$ cat src/design/assert_macros.svh
// shared assertion macros
`ifndef ASSERT_MACROS_SVH
`define ASSERT_MACROS_SVH

// clocked check, muted while reset is held
`define PBJQ_ASSERT(lbl, clk_s, rstn_s, prop, msg) \
  lbl: assert property (@(posedge clk_s) disable iff (!rstn_s) prop) else $error(msg);

// clocked check that also holds during reset
`define PBJQ_ASSERT_ALWAYS(lbl, clk_s, prop, msg) \
  lbl: assert property (@(posedge clk_s) prop) else $error(msg);

`endif

$ cat src/design/pbjq_pkg.sv
package pbjq_pkg;

  localparam int QUEUE_DEPTH = 16;
  localparam int PAGE_BITS   = 16;

  localparam int IDX_W   = (QUEUE_DEPTH > 1) ? $clog2(QUEUE_DEPTH) : 1;
  localparam int CNT_W   = $clog2(QUEUE_DEPTH + 1);
  // arithmetic width: wide enough for a page count and for the 16-bit budget
  localparam int ARITH_W = (PAGE_BITS > 16) ? PAGE_BITS : 16;

  localparam logic [15:0] BUDGET_RESET = 16'd30;

  localparam logic CMD_ADD  = 1'b0;
  localparam logic CMD_TICK = 1'b1;

  localparam logic STATUS_OK   = 1'b0;
  localparam logic STATUS_FULL = 1'b1;

  typedef logic [IDX_W-1:0]     idx_t;
  typedef logic [CNT_W-1:0]     cnt_t;
  typedef logic [PAGE_BITS-1:0] page_t;
  typedef logic [ARITH_W-1:0]   arith_t;

  // result of the shared budget unit
  typedef struct packed {
    arith_t rem;          // pages still to print of the head job
    logic   fits;         // rem fits in the budget left
    arith_t budget_left;  // budget minus rem
    page_t  printed_acc;  // printed count advanced by the whole budget
  } alu_res_t;

  function automatic idx_t next_slot(input idx_t i);
    next_slot = (i == idx_t'(QUEUE_DEPTH - 1)) ? '0 : i + idx_t'(1);
  endfunction

endpackage

$ cat src/design/pbjq_ram.sv
module pbjq_ram #(
  parameter int WIDTH = 16,
  parameter int DEPTH = 16
) (
  input  logic                                     clk,
  input  logic                                     wr_en,
  input  logic [((DEPTH > 1) ? $clog2(DEPTH) : 1)-1:0] wr_addr,
  input  logic [WIDTH-1:0]                         wr_data,
  input  logic [((DEPTH > 1) ? $clog2(DEPTH) : 1)-1:0] rd_addr,
  output logic [WIDTH-1:0]                         rd_data
);

  logic [WIDTH-1:0] mem_r [DEPTH];
  logic [WIDTH-1:0] rd_data_r;

  always_ff @(posedge clk) begin
    if (wr_en) begin
      mem_r[wr_addr] <= wr_data;
    end
    rd_data_r <= mem_r[rd_addr];
  end

  assign rd_data = rd_data_r;

endmodule

$ cat src/design/pbjq_alu.sv
module pbjq_alu (
  input  pbjq_pkg::page_t    stored,
  input  pbjq_pkg::page_t    printed,
  input  pbjq_pkg::arith_t   budget,
  output pbjq_pkg::alu_res_t res
);
  import pbjq_pkg::*;

  arith_t rem;
  arith_t sum;

  // remaining pages, clamped at zero
  assign rem = (stored > printed) ? arith_t'(stored - printed) : '0;
  assign sum = arith_t'(printed) + budget;

  assign res.rem         = rem;
  assign res.fits        = (rem <= budget);
  assign res.budget_left = budget - rem;
  assign res.printed_acc = sum[PAGE_BITS-1:0];

endmodule

$ cat src/design/page_budget_job_queue.sv
// print job queue with a per-tick page budget
//
// input channel (in_valid / in_ready): one word is a command. in_cmd add
// appends in_job_pages at the tail; tick spends the cfg page budget on jobs
// from the head onward, retiring jobs in order while their remaining pages fit.
// result channel (out_valid / out_ready): exactly one word per input word,
// in order: status, jobs finished, pages spent, jobs left, head pages left.
// config: cfg_we with cfg_data loads the page budget; write only while idle.
//
// an add goes from accept through the head read and the final state to its
// result; a tick first reads and steps each head job it visits (at most
// QUEUE_DEPTH) before those. the cost per job comes from the job store's
// registered read port, read at the head, and one shared compare/subtract
// unit. one word is in work at a time; in_ready is high only while idle.
// a finished result sits in the output register, so the next word is taken
// while the receiver stalls; a following result waits in its final state.
// reset: queue empty, printed count zero, budget 30; store contents unknown.
module page_budget_job_queue (
  input  logic        clk,
  input  logic        rst_n,

  input  logic        in_valid,
  output logic        in_ready,
  input  logic        in_cmd,
  input  logic [15:0] in_job_pages,

  output logic        out_valid,
  input  logic        out_ready,
  output logic        out_status,
  output logic [4:0]  out_jobs_finished,
  output logic [15:0] out_pages_done,
  output logic [4:0]  out_queue_count,
  output logic [15:0] out_head_pages_left,

  input  logic        cfg_we,
  input  logic [15:0] cfg_data
);
  import pbjq_pkg::*;
  `include "assert_macros.svh"

  typedef enum logic [4:0] {
    ST_IDLE      = 5'b00001,
    ST_TICK_RD   = 5'b00010,  // store read of the head in flight
    ST_TICK_STEP = 5'b00100,  // retire or partially print the head job
    ST_HEAD_RD   = 5'b01000,  // read head for the result word
    ST_FIN       = 5'b10000   // result ready to load into output register
  } state_t;

  state_t      state_r, state_nxt;
  idx_t        head_r, head_nxt;
  idx_t        tail_r, tail_nxt;
  cnt_t        count_r, count_nxt;
  page_t       printed_r, printed_nxt;
  arith_t      budget_r, budget_nxt;
  cnt_t        finished_r, finished_nxt;
  logic        status_r, status_nxt;
  logic [15:0] ppt_r;

  logic        out_valid_r, out_valid_nxt;
  logic        out_status_r;
  logic [4:0]  out_finished_r;
  logic [15:0] out_done_r;
  logic [4:0]  out_count_r;
  logic [15:0] out_left_r;

  logic        accept;
  logic        ram_we;
  page_t       ram_rd;
  alu_res_t    alu;
  logic        out_free;
  logic        full;
  logic [15:0] spent;

  assign accept   = in_valid && in_ready;
  assign in_ready = (state_r == ST_IDLE);
  assign full     = (count_r == cnt_t'(QUEUE_DEPTH));
  assign out_free = !out_valid_r || out_ready;
  assign ram_we   = accept && (in_cmd == CMD_ADD) && !full;
  // budget never exceeds the register, so the low bits hold the difference
  assign spent    = ppt_r - budget_r[15:0];

  // job store, always reading at the head
  pbjq_ram #(
    .WIDTH (PAGE_BITS),
    .DEPTH (QUEUE_DEPTH)
  ) u_store (
    .clk     (clk),
    .wr_en   (ram_we),
    .wr_addr (tail_r),
    .wr_data (PAGE_BITS'(in_job_pages)),
    .rd_addr (head_r),
    .rd_data (ram_rd)
  );

  // shared compare / subtract unit
  pbjq_alu u_alu (
    .stored  (ram_rd),
    .printed (printed_r),
    .budget  (budget_r),
    .res     (alu)
  );

  always_comb begin
    state_nxt     = state_r;
    head_nxt      = head_r;
    tail_nxt      = tail_r;
    count_nxt     = count_r;
    printed_nxt   = printed_r;
    budget_nxt    = budget_r;
    finished_nxt  = finished_r;
    status_nxt    = status_r;
    out_valid_nxt = out_valid_r && !out_ready;

    unique case (state_r)
      ST_IDLE: begin
        if (accept) begin
          finished_nxt = '0;
          budget_nxt   = arith_t'(ppt_r);
          status_nxt   = STATUS_OK;
          if (in_cmd == CMD_ADD) begin
            state_nxt = ST_HEAD_RD;
            if (full) begin
              status_nxt = STATUS_FULL;
            end else begin
              tail_nxt  = next_slot(tail_r);
              count_nxt = count_r + cnt_t'(1);
            end
          end else if ((ppt_r == '0) || (count_r == '0)) begin
            state_nxt = ST_HEAD_RD;
          end else begin
            state_nxt = ST_TICK_RD;
          end
        end
      end
      ST_TICK_RD: begin
        state_nxt = ST_TICK_STEP;
      end
      ST_TICK_STEP: begin
        if (alu.fits) begin
          // whole job fits, zero-page jobs included
          budget_nxt   = alu.budget_left;
          head_nxt     = next_slot(head_r);
          count_nxt    = count_r - cnt_t'(1);
          printed_nxt  = '0;
          finished_nxt = finished_r + cnt_t'(1);
          if ((alu.budget_left != '0) && (count_r != cnt_t'(1))) begin
            state_nxt = ST_TICK_RD;
          end else begin
            state_nxt = ST_HEAD_RD;
          end
        end else begin
          printed_nxt = alu.printed_acc;
          budget_nxt  = '0;
          state_nxt   = ST_HEAD_RD;
        end
      end
      ST_HEAD_RD: begin
        state_nxt = ST_FIN;
      end
      ST_FIN: begin
        if (out_free) begin
          out_valid_nxt = 1'b1;
          state_nxt     = ST_IDLE;
        end
      end
      default: begin
        state_nxt = ST_IDLE;
      end
    endcase
  end

  always_ff @(posedge clk) begin
    if (!rst_n) begin
      state_r     <= ST_IDLE;
      head_r      <= '0;
      tail_r      <= '0;
      count_r     <= '0;
      printed_r   <= '0;
      ppt_r       <= BUDGET_RESET;
      out_valid_r <= 1'b0;
    end else begin
      state_r     <= state_nxt;
      head_r      <= head_nxt;
      tail_r      <= tail_nxt;
      count_r     <= count_nxt;
      printed_r   <= printed_nxt;
      out_valid_r <= out_valid_nxt;
      if (cfg_we) begin
        ppt_r <= cfg_data;
      end
    end
  end

  // per-word working registers and result payload
  always_ff @(posedge clk) begin
    budget_r   <= budget_nxt;
    finished_r <= finished_nxt;
    status_r   <= status_nxt;
    if ((state_r == ST_FIN) && out_free) begin
      out_status_r   <= status_r;
      out_finished_r <= 5'(finished_r);
      out_done_r     <= spent;
      out_count_r    <= 5'(count_r);
      out_left_r     <= (count_r == '0) ? 16'd0 : 16'(alu.rem);
    end
  end

  assign out_valid           = out_valid_r;
  assign out_status          = out_status_r;
  assign out_jobs_finished   = out_finished_r;
  assign out_pages_done      = out_done_r;
  assign out_queue_count     = out_count_r;
  assign out_head_pages_left = out_left_r;

  `PBJQ_ASSERT(a_count_bound, clk, rst_n, count_r <= cnt_t'(QUEUE_DEPTH), "job count over depth")
  `PBJQ_ASSERT(a_empty_ptrs, clk, rst_n, (count_r == '0) |-> (tail_r == head_r), "empty queue with split pointers")
  `PBJQ_ASSERT(a_busy_after_accept, clk, rst_n, accept |=> !in_ready, "ready right after accept")
  `PBJQ_ASSERT(a_stall_holds, clk, rst_n, (out_valid_r && !out_ready) |=> (out_valid_r && $stable(out_done_r)), "stalled result changed")

endmodule

$ cat config.mk
export PLATFORM = sky130hd
export DESIGN_NAME = page_budget_job_queue
export DESIGN_NICKNAME = d
export VERILOG_FILES = /design/src/design/pbjq_pkg.sv /design/src/design/pbjq_ram.sv /design/src/design/pbjq_alu.sv /design/src/design/page_budget_job_queue.sv
export VERILOG_INCLUDE_DIRS = /design/src /design/src/design
export SDC_FILE = /design/constraint.sdc
export NUM_CORES = 1
export LEC_CHECK = 0
export BUFFER_PORTS_ARGS = -buffer_cell sky130_fd_sc_hd__buf_2
export CAP_MARGIN = 0
export CORE_UTILIZATION = 36
export DETAILED_ROUTE_END_ITERATION = 10
export PLACE_DENSITY = 0.52
export SLEW_MARGIN = 0
export SYNTH_ARGS = -nofsm -noshare
export SYNTH_HDL_FRONTEND = slang
export SYNTH_SLANG_ARGS = --single-unit
$ cat constraint.sdc
create_clock -name clk -period 4.25 [get_ports clk]
set_input_delay 0.425 -clock clk [delete_from_list [all_inputs] [get_ports clk]]
set_output_delay 0.425 -clock clk [all_outputs]
set_load 0.01 [all_outputs]
==> results of run 1 <==
-- power groups by stage --
stage	logic, mW	clock network [mW]	registers (mW)
floorplan	1.67	0	4.54
global placement	2.79	0	4.59
detailed placement	2.81	0	4.59
CTS	3.03	3.61	4.52
global route	3.41	3.73	4.54
finish	3.12	3.51	4.52
-- flip-flops by register name (all words and copies together) (netlist names), 16 cells and up --
| signal | cells |
|---|---|
| out_head_pages_left | 16 |
| ppt_r | 16 |
| out_pages_done | 16 |
| u_store.mem_r | 256 |
| u_store.rd_data | 16 |
| printed_r | 16 |
| budget_r | 16 |
-- what timing repair did --
item | CTS | global route
gates resized for setup | 31 | 19
pin swaps | 19 | 19
endpoints found under the setup margin | 46 | 48
hold endpoints to repair | 0 | 0
setup buffers | 9 | 7
-- synth_stat cells (15+ instances only) --
master    number  area, um^2
a21oi_1       53         265
nand3_1       27         135
nor2_1        91         342
ha_1          71         888
dfxtp_1       67        1340
edfxtp_1     321        9640
clkbuf_1      34         128
xnor2_1       31         272
mux2i_1       18         180
nand2_1       85         319
nor3_1        32         160
xor2_1        18         158
mux4_2        80        1800
and3_1        21         131
inv_1         60         225
or3_1         15        93.8
o21ai_0       30         150
a21o_1        16         120
nand2b_1      17         106
-- logic make-up (layout without fill, tap and decap cells) --
family / count (synthesis) / count (layout) / synth area share, %
mux: 98 / 98 / 11.2
flops: 388 / 388 / 61.9
buf+inv: 105 / 356 / 2.30
xor+xnor: 49 / 49 / 2.42
fa+ha+maj: 75 / 75 / 5.46
simple gates: 339 / 339 / 9.22
compound gates: 196 / 196 / 7.55
other cells: 0 / 1 / 0
-- stage by stage --
stage | worst slack (ns) | std cells | power (mW)
after floorplan | 0.00262 | 1250 | 6.20
after global placement | -0.258 | 2063 | 7.38
after detailed placement | -0.211 | 2063 | 7.40
after CTS | 0.00790 | 2150 | 11.2
after global routing | -0.189 | 2157 | 11.7
final | 0.0556 | 2158 | 11.1
-- worst max-delay path, cell delays in order, from the launching register on --
cell and delay, ns:
dfxtp_2 0.32, inv_2 0.04, ha_4 0.15, fa_2 0.35, nor2b_1 0.12, o21ai_1 0.09
a21boi_2 0.19, o21ai_0 0.17, a211oi_1 0.26, buf_4 0.16, o31ai_1 0.08, xnor2_1 0.26
nand2_1 0.16, ha_1 0.31, buf_4 0.15, and3_1 0.20, buf_4 0.13, a311o_1 0.38
xnor2_2 0.17, nand4_1 0.19, a211oi_2 0.22
-- final timing paths --
| path | cells past startpoint | start | slack (ns) | end |
|---|---|---|---|---|
| setup / recovery | 20 | u_store.rd_data[0] | 0.06 | state_r[3] |
| hold / removal | 3 | cfg_data[3] | 0.09 | ppt_r[3] |
| setup reg to reg | 20 | u_store.rd_data[0] | 0.06 | state_r[3] |
| hold reg to reg | 0 | status_r | 0.44 | out_status |
-- cell type report --
type                            instances  share of cell area [%]
Tap cell                              656                    3.82
Antenna cell                            1                  0.0117
Multi-Input combinational cell        757                    30.9
Inverter                               60                    1.05
Clock inverter                         17                   0.682
Clock buffer                           61                    5.52
Timing Repair Buffer                  218                    6.78
Sequential cell                       388                    51.2
-- routing by layer --
layer	global-route usage [%]	share of wire (%)
met1	21.2	44
met2	30.0	50
met3	2.99	4.0
met4	4.77	2.0
met5	0	0.064
==> out/metrics.cfg, run 1 <==
[sta]
fmax_mhz=238
final.setup_skew_ns=0.0160
whs_ns=0.0879
fin_crit_ns=4.19
hold_viol=0
slew_headroom_pct=38.5
rsz0062_at_grt=yes
tightest_slew_ns=0.921
finalMaxSlewViolations=0
setup_violations=0
period_share_pct=98.7
final.setup.tns_ns=0

[cts]
cts_sinks=388
cts_made_buffers=44
ctsHoldBuffers=0
h-tree-depth=2
cts_tree=done
clock-root-buffer=clkbuf_16
clock_latency_ns=0.56
clockBufferDepth=3
clk_pin_slew_ns=0.06

[finish]
syn_to_final_growth_pct=21.0
layout_common_cells=321 x edfxtp_1, 132 x buf_4, 83 x nand2_1
regArea_um2=11000
final_util_pct=44.6
multi_input_area_um2=6640
final_common_cell=edfxtp_1
fillCellCount=4372
layout-drive-gt1-share_pct=28.1
stdcell_area_um2=21500
num-nets-final=1582

[power_and_ir_drop]
combPwrFrac_pct=28.0
p_per_area_nw_per_um2=519
p_seq_share_pct=40.5
p_int_mw=7.89
peakVddDrop_v=0.000272
clkPwrFrac_pct=31.4
p_sw_share_pct=29.2
p_leak_nw=7.72
power_switching_mw=3.26

[synthesis]
syn-cell-area_um2=17700
seq_area_frac_synth_pct=61.9
synthesis.nets=1363
ys_types=73
synthCells=1250
synthArstFlopShare_pct=0
synth.avg_cell_area_um2=14.2
ys.flop_type=edfxtp_1
synth_warnings=0
synth-edff-count=321
synth_seq_cells=388

[critical_path]
required_ns=4.74
setup.worst_path.class=reg2reg
cp_max_fo=3
startpoint_type=flop
crit_path_end_kind=flop
arrival_ns=4.68

[floorplan]
initial_core_util_pct=36.9
die_w_um=224
fp.dieH_um=224
fp-row-count=80
io_pins=83
dieArea_um2=50200
core_area_um2=48100

[grt]
grt_pass1_wl_um=64500
grt_max_degree=42
gr-total-overflow=0
grt_pass1_vias=11087
grtUsageTotal_pct=17.0
grt_antenna_before_repair=5

[place]
place_hpwl_um=28400
placed_area_um2=19800
gp_routability_congestion=0.903
port_buffers=82

[detailed_routing]
drt_iter0_markers=651
postRouteAntennaNets=0
dr.pass1.iters=5
via_per_inst=5.11
wl_um=42500
drc=0
routed-via-count=11034
wl_per_cell_um=19.7

[hold_path]
min_path_type=in2reg

[flow_run]
max_cap_violations=0

[run_status]
outcome=finished clean

Power figures use the tool's default switching activity.
==> run 2: changes to the inputs <==
- MAX_ROUTING_LAYER: not set -> met4
==> out/metrics.cfg, run 2 (synthesis results as in run 1) <==
[run_status]
outcome=finished clean

[floorplan]
core_area_um2=48100  ; unchanged
die_w_um=224  ; unchanged
io_pins=83  ; unchanged
fp-row-count=80  ; unchanged
dieArea_um2=50200  ; unchanged
fp.dieH_um=224  ; unchanged
initial_core_util_pct=36.9  ; unchanged

[critical_path]
slowest_stage=fa_2
cp_cell_sequence=inv_2 > ha_4 > fa_2 > nor2b_2 > o21ai_2 > a21boi_2 > o211a_1 > o21bai_1 > a21oi_2 > buf_12 > nand2_2 > ha_4 > a21oi_4 > o21ai_2 > or3_4 > o21a_1 > a311o_1 > xnor2_1 > buf_4 > o21ai_0
reg2reg_depth=20  ; unchanged
r2r_start=u_store.rd_data[0]
crit_path_max_incr_delay_ns=0.37  ; about the same
r2r_slack_ns=0.12  ; +0.06 ns
arrival_ns=4.45  ; -0.23 ns
required_ns=4.56  ; -0.18 ns
cp_max_fo=8  ; +5
startpoint_type=flop
setup.worst_path.class=reg2reg
crit_path_end_kind=flop
r2r_end=budget_r[15]

[sta]
setup_violations=0  ; unchanged
hold_viol=0  ; unchanged
finalMaxSlewViolations=0  ; unchanged
tightest_slew_ns=1.03  ; +0.111 ns
fmax_mhz=242  ; +1.5%
period_share_pct=97.3  ; -1.4 points
final.setup_skew_ns=0.0440  ; +0.0281 ns
fin_crit_ns=4.13  ; -0.0612 ns
rsz0062_at_grt=yes
slew_headroom_pct=31.0  ; -7.4 points
whs_ns=0.0639  ; -0.0240 ns

[cts]
ctsHoldBuffers=0  ; unchanged
clockBufferDepth=3  ; unchanged
clock-root-buffer=clkbuf_16
h-tree-depth=2  ; unchanged
cts_made_buffers=44  ; unchanged
cts_tree=done
clk_pin_slew_ns=0.06  ; about the same
cts_sinks=388  ; unchanged
clock_latency_ns=0.58  ; +0.02 ns

[finish]
layout-drive-gt1-share_pct=31.0  ; +2.8 points
largest_reg_flops=256  ; unchanged
syn_to_final_growth_pct=23.7
multi_input_area_um2=6900  ; +3.8%
final_common_cell=edfxtp_1
instances_no_fill=2164  ; +0.28%
regMostFlops=u_store.mem_r
regArea_um2=11000  ; about the same
fillCellCount=4267  ; -2.4%
layout_common_cells=321 x edfxtp_1, 128 x buf_4, 82 x nand2_1, 82 x buf_2, 80 x mux4_2
num-nets-final=1583  ; +0.063%

[detailed_routing]
drc=0  ; unchanged
via_per_inst=5.17  ; +1.1%
routed-via-count=11183  ; +1.4%
dr.pass1.iters=5  ; unchanged
wl_per_cell_um=19.8  ; +0.70%
postRouteAntennaNets=0  ; unchanged
drt_iter0_markers=690  ; +6.0%
wl_um=42900  ; +0.98%

[grt]
grt_max_degree=65  ; +55%
grtUsageTotal_pct=17.7  ; +0.69 points
gr-total-overflow=0  ; unchanged
grt_pass1_wl_um=65500  ; +1.5%
grt_antenna_before_repair=5  ; unchanged
grt_pass1_vias=11193  ; +0.96%

[hold_path]
min_to=ppt_r[4]
min_path_type=in2reg
min_path_cells=3  ; unchanged
min_from=cfg_data[4]

[place]
place_hpwl_um=28200  ; -0.75%
gp_routability_congestion=0.913  ; +1.1%
placedCellCount=2067  ; +0.19%
port_buffers=82  ; unchanged

[power_and_ir_drop]
p_per_area_nw_per_um2=536  ; +3.3%
power_mw=11.8  ; +5.6%
peakVddDrop_v=0.000404  ; +48%
p_leak_nw=7.88  ; +2.0%

[flow_run]
max_cap_violations=0  ; unchanged

==> run 2: cell count changes in the layout (fill, tap and decap cells not counted), moves of 3 or more <==
cell       change
clkbuf_8       +3
clkinv_1       -6
o21ai_1        -3
ha_1           -8
buf_12         +3
a21oi_2        +4
a21oi_1        -3
clkbuf_1       -3
clkinv_2       +5
ha_4           +9
buf_4          -4
bufinv_16      +4
==> run 2: worst max path at each step <==
stage	cells past startpoint	from	slack (ns)	end
floorplan	20	printed_r[0]	0.003	state_r[1]
global placement	19	printed_r[13]	-0.21	state_r[1]
detailed placement	19	printed_r[13]	-0.26	state_r[1]
CTS	21	u_store.rd_data[0]	0.002	state_r[3]
global route	22	u_store.rd_data[0]	-0.1	state_r[3]
finish	20	u_store.rd_data[0]	0.12	budget_r[15]
==> run 2: repair_timing <==
action	4_1_cts	5_1_grt
gates resized for setup	23	67
cloned	1	1
pin swaps	10	39
buffers inserted	0	11
endpoints found under the setup margin	46	48
==> run 2: layout make-up <==
class | count | share of cell area [%]
flip-flops and latches | 388 | 50.1
well taps | 656 | 3.74
clock buffers | 61 | 5.54
repair buffers | 218 | 6.88
clock inverters | 20 | 1.25
multi-input cells | 758 | 31.4
inverters | 60 | 1.03
diodes | 3 | 0.0342
==> run 2: stage by stage <==
step | util (%) | cell area, um^2 | TNS [ns] | setup slack (ns)
after floorplan | - | 17700 | 0 | 0.00262
after global placement | 41.2 | 19800 | -2.33 | -0.211
after detailed placement | 41.2 | 19800 | -4.46 | -0.261
after CTS | 44.6 | 21500 | 0 | 0.00160
after global routing | 45.6 | 21900 | -0.774 | -0.0995
final | 45.6 | 21900 | 0 | 0.117
==> run 2: power by group <==
group | internal [mW] | switching, mW | leakage, nW
Sequential | 4.36 | 0.165 | 3.46
Combinational | 1.64 | 1.73 | 3.69
Clock | 2.32 | 1.55 | 0.729
==> run 2: per-layer routing <==
layer / wire length, um / vias to the layer above / GRT usage [%]
met5: 0 / - / -
met1: 18600 / 5623 / 21.9
li1: - / 5277 / -
met3: 1810 / 62 / 3.02
met4: 945 / 0 / 5.30
met2: 21500 / 221 / 29.5
==> run 2: worst max-delay path, delay by kind of cell (launching register included) <==
| kind | cells | cell delay [ns] |
|---|---|---|
| AOI/OAI and AO/OA | 10 | 1.62 |
| xor gates and xnor gates | 1 | 0.23 |
| adders and majority gates | 3 | 0.81 |
| buffers and inverters | 3 | 0.34 |
| DFF | 1 | 0.32 |
| and+or+nand+nor | 3 | 0.57 |
==> run 3: changes to the inputs <==
- CORE_UTILIZATION: 36 -> 50
- PLACE_DENSITY: 0.52 -> 0.69
==> out/metrics.cfg, run 3 (synthesis results as in run 1) <==
[critical_path]
r2r_end=state_r[1]
r2r_start=u_store.rd_data[0]
endpoint=state_r[1]
critPathLaunch=u_store.rd_data[0]
cpMostUsedCell=fa_2
startpoint_type=flop
slowest_stage=fa_2
cp_cell_sequence=inv_1 > ha_2 > fa_2 > nor2b_2 > o21ai_2 > a21boi_2 > o211a_1 > o21bai_1 > a21oi_2 > buf_4 > nor2b_4 > ha_4 > fa_2 > nand2b_4 > a21o_1 > a211oi_4 > o21ai_4 > xnor2_2 > nor4_2 > nand4_1 > o2bb2ai_1
reg2reg_depth=21  ; +5.0%
crit_path_max_incr_delay_ns=0.35  ; -0.02 ns
cp_max_fo=4  ; -4
arrival_ns=4.63  ; +0.18 ns
required_ns=4.69  ; +0.13 ns
crit_path_end_kind=flop
r2r_slack_ns=0.06  ; -0.06 ns
setup.worst_path.class=reg2reg

[finish]
layout-drive-gt1-share_pct=31.3  ; +0.32 points
final_util_pct=62.3  ; +17 points
final_common_cell=edfxtp_1
n_antenna_cell=0  ; -3
instances_no_fill=1948  ; -10%
num-nets-final=1575  ; -0.51%
stdcell_area_um2=21600  ; -1.5%
largest_reg_flops=256  ; unchanged
syn_to_final_growth_pct=21.9
layout_common_cells=321 x edfxtp_1, 117 x buf_4, 86 x nor2_1
regMostFlops=u_store.mem_r

[sta]
setup_violations=0  ; unchanged
slew_headroom_pct=10.3  ; -21 points
rsz0062_at_grt=yes
fin_ws_ns=0.0596  ; -0.0572 ns
hold_viol=0  ; unchanged
fin_crit_ns=4.19  ; +0.0572 ns
final.setup.tns_ns=0  ; unchanged
tightest_slew_ns=1.35  ; +0.313 ns
whs_ns=0.101  ; +0.0371 ns
final.setup_skew_ns=0.0194  ; -0.0246 ns
period_share_pct=98.6  ; +1.3 points
fmax_mhz=239  ; -1.4%
finalMaxSlewViolations=0  ; unchanged

[detailed_routing]
wl_met1_um=17300  ; -7.1%
postRouteAntennaNets=0  ; unchanged
routed-via-count=11245  ; +0.55%
drt_iter0_markers=688  ; -0.29%
dr.pass1.iters=7  ; +2
drc=0  ; unchanged
wl_per_cell_um=20.7  ; +4.4%
met3_length_um=2290  ; +27%
via_per_inst=5.77  ; +12%
wl_um=40300  ; -6.0%
maxUsedRoutingLayer=met4
met2_length_um=19700  ; -8.6%

[power_and_ir_drop]
clkPwrFrac_pct=30.4  ; -2.5 points
p_seq_share_pct=38.8  ; +0.3 points
power_switching_mw=3.45  ; about the same
p_int_mw=8.20  ; -1.5%
p_per_area_nw_per_um2=539  ; +0.41%
combPwrFrac_pct=30.8  ; +2.2 points
peakVddDrop_v=0.000373  ; -7.7%
p_sw_share_pct=29.6  ; +0.34 points
p_leak_nw=7.80  ; -0.98%
power_mw=11.6  ; -1.1%

[cts]
cts_sinks=388  ; unchanged
clock-root-buffer=clkbuf_16
cts_made_buffers=41  ; -6.8%
clockBufferDepth=3  ; unchanged
clock_latency_ns=0.57  ; about the same
h-tree-depth=2  ; unchanged
clk_pin_slew_ns=0.06  ; about the same
cts_tree=done

[floorplan]
io_pins=83  ; unchanged
die_w_um=190  ; -15%
fp-row-count=68  ; -15%
fp.dieH_um=190  ; -15%
initial_core_util_pct=51.1  ; +14 points
core_area_um2=34700  ; -28%
dieArea_um2=36200  ; -28%

[place]
placed_area_um2=19400  ; -2.2%
pre_cts_slack_ns=-0.263  ; -0.00275 ns
gp_routability_congestion=0.919  ; +0.65%
placedCellCount=1848  ; -11%
place_hpwl_um=27100  ; -4.0%
port_buffers=82  ; unchanged

[flow_run]
max_cap_violations=0  ; unchanged

[grt]
grt_pass1_vias=11055  ; -1.2%
grt_antenna_before_repair=1  ; -4
grt_max_degree=56  ; -14%
grt_pass1_wl_um=61700  ; -5.8%
gr-total-overflow=0  ; unchanged
grtUsageTotal_pct=23.3  ; +5.6 points

[run_status]
outcome=finished clean

[hold_path]
min_path_type=in2reg

run 3: per-layer routing:
metal	up-vias	global-route usage, %
met1	5569	30.8
met3	73	3.70
met5	-	-
met4	0	8.31
met2	351	36.6
li1	5252	-
run 3: worst min path at each step:
stage,start,to,depth (start not counted)
3_5_place_dp,status_r,out_status,0
5_1_grt,cfg_data[3],ppt_r[3],3
3_3_place_gp,status_r,out_status,0
2_1_floorplan,status_r,out_status,0
6_report,cfg_data[3],ppt_r[3],3
4_1_cts,cfg_data[3],ppt_r[3],3
run 3: cell type report:
cell class | count | area (um^2)
sequential | 388 | 11000
tap | 455 | 569
clock inverter | 16 | 175
timing repair buffer | 214 | 1520
multi-input combinational | 757 | 7000
inverter | 60 | 225
clock buffer | 58 | 1150
fill | 2588 | 13100
run 3: power groups by stage:
stage | combinational, mW | sequential, mW | clock [mW]
floorplan | 1.67 | 4.54 | 0
global placement | 2.67 | 4.59 | 0
detailed placement | 2.71 | 4.59 | 0
CTS | 2.98 | 4.52 | 3.61
global route | 3.86 | 4.54 | 3.75
finish | 3.59 | 4.52 | 3.54
run 3: repair_timing:
action | 4_1_cts | 5_1_grt
hold buffers | 0 | 0
setup endpoints to repair | 45 | 48
cloned | 1 | 1
resized for setup | 37 | 96
pin swaps | 26 | 48
setup buffers | 11 | 14
run 3: worst max-delay path: cells and delay by family (launching register included):
kind	cells	cell delay, ns
AOI/OAI and AO/OA	9	1.60
xor gates and xnor gates	1	0.17
adders and majority gates	4	0.94
buffers and inverters	2	0.22
DFF	1	0.29
and+or+nand+nor	5	0.86
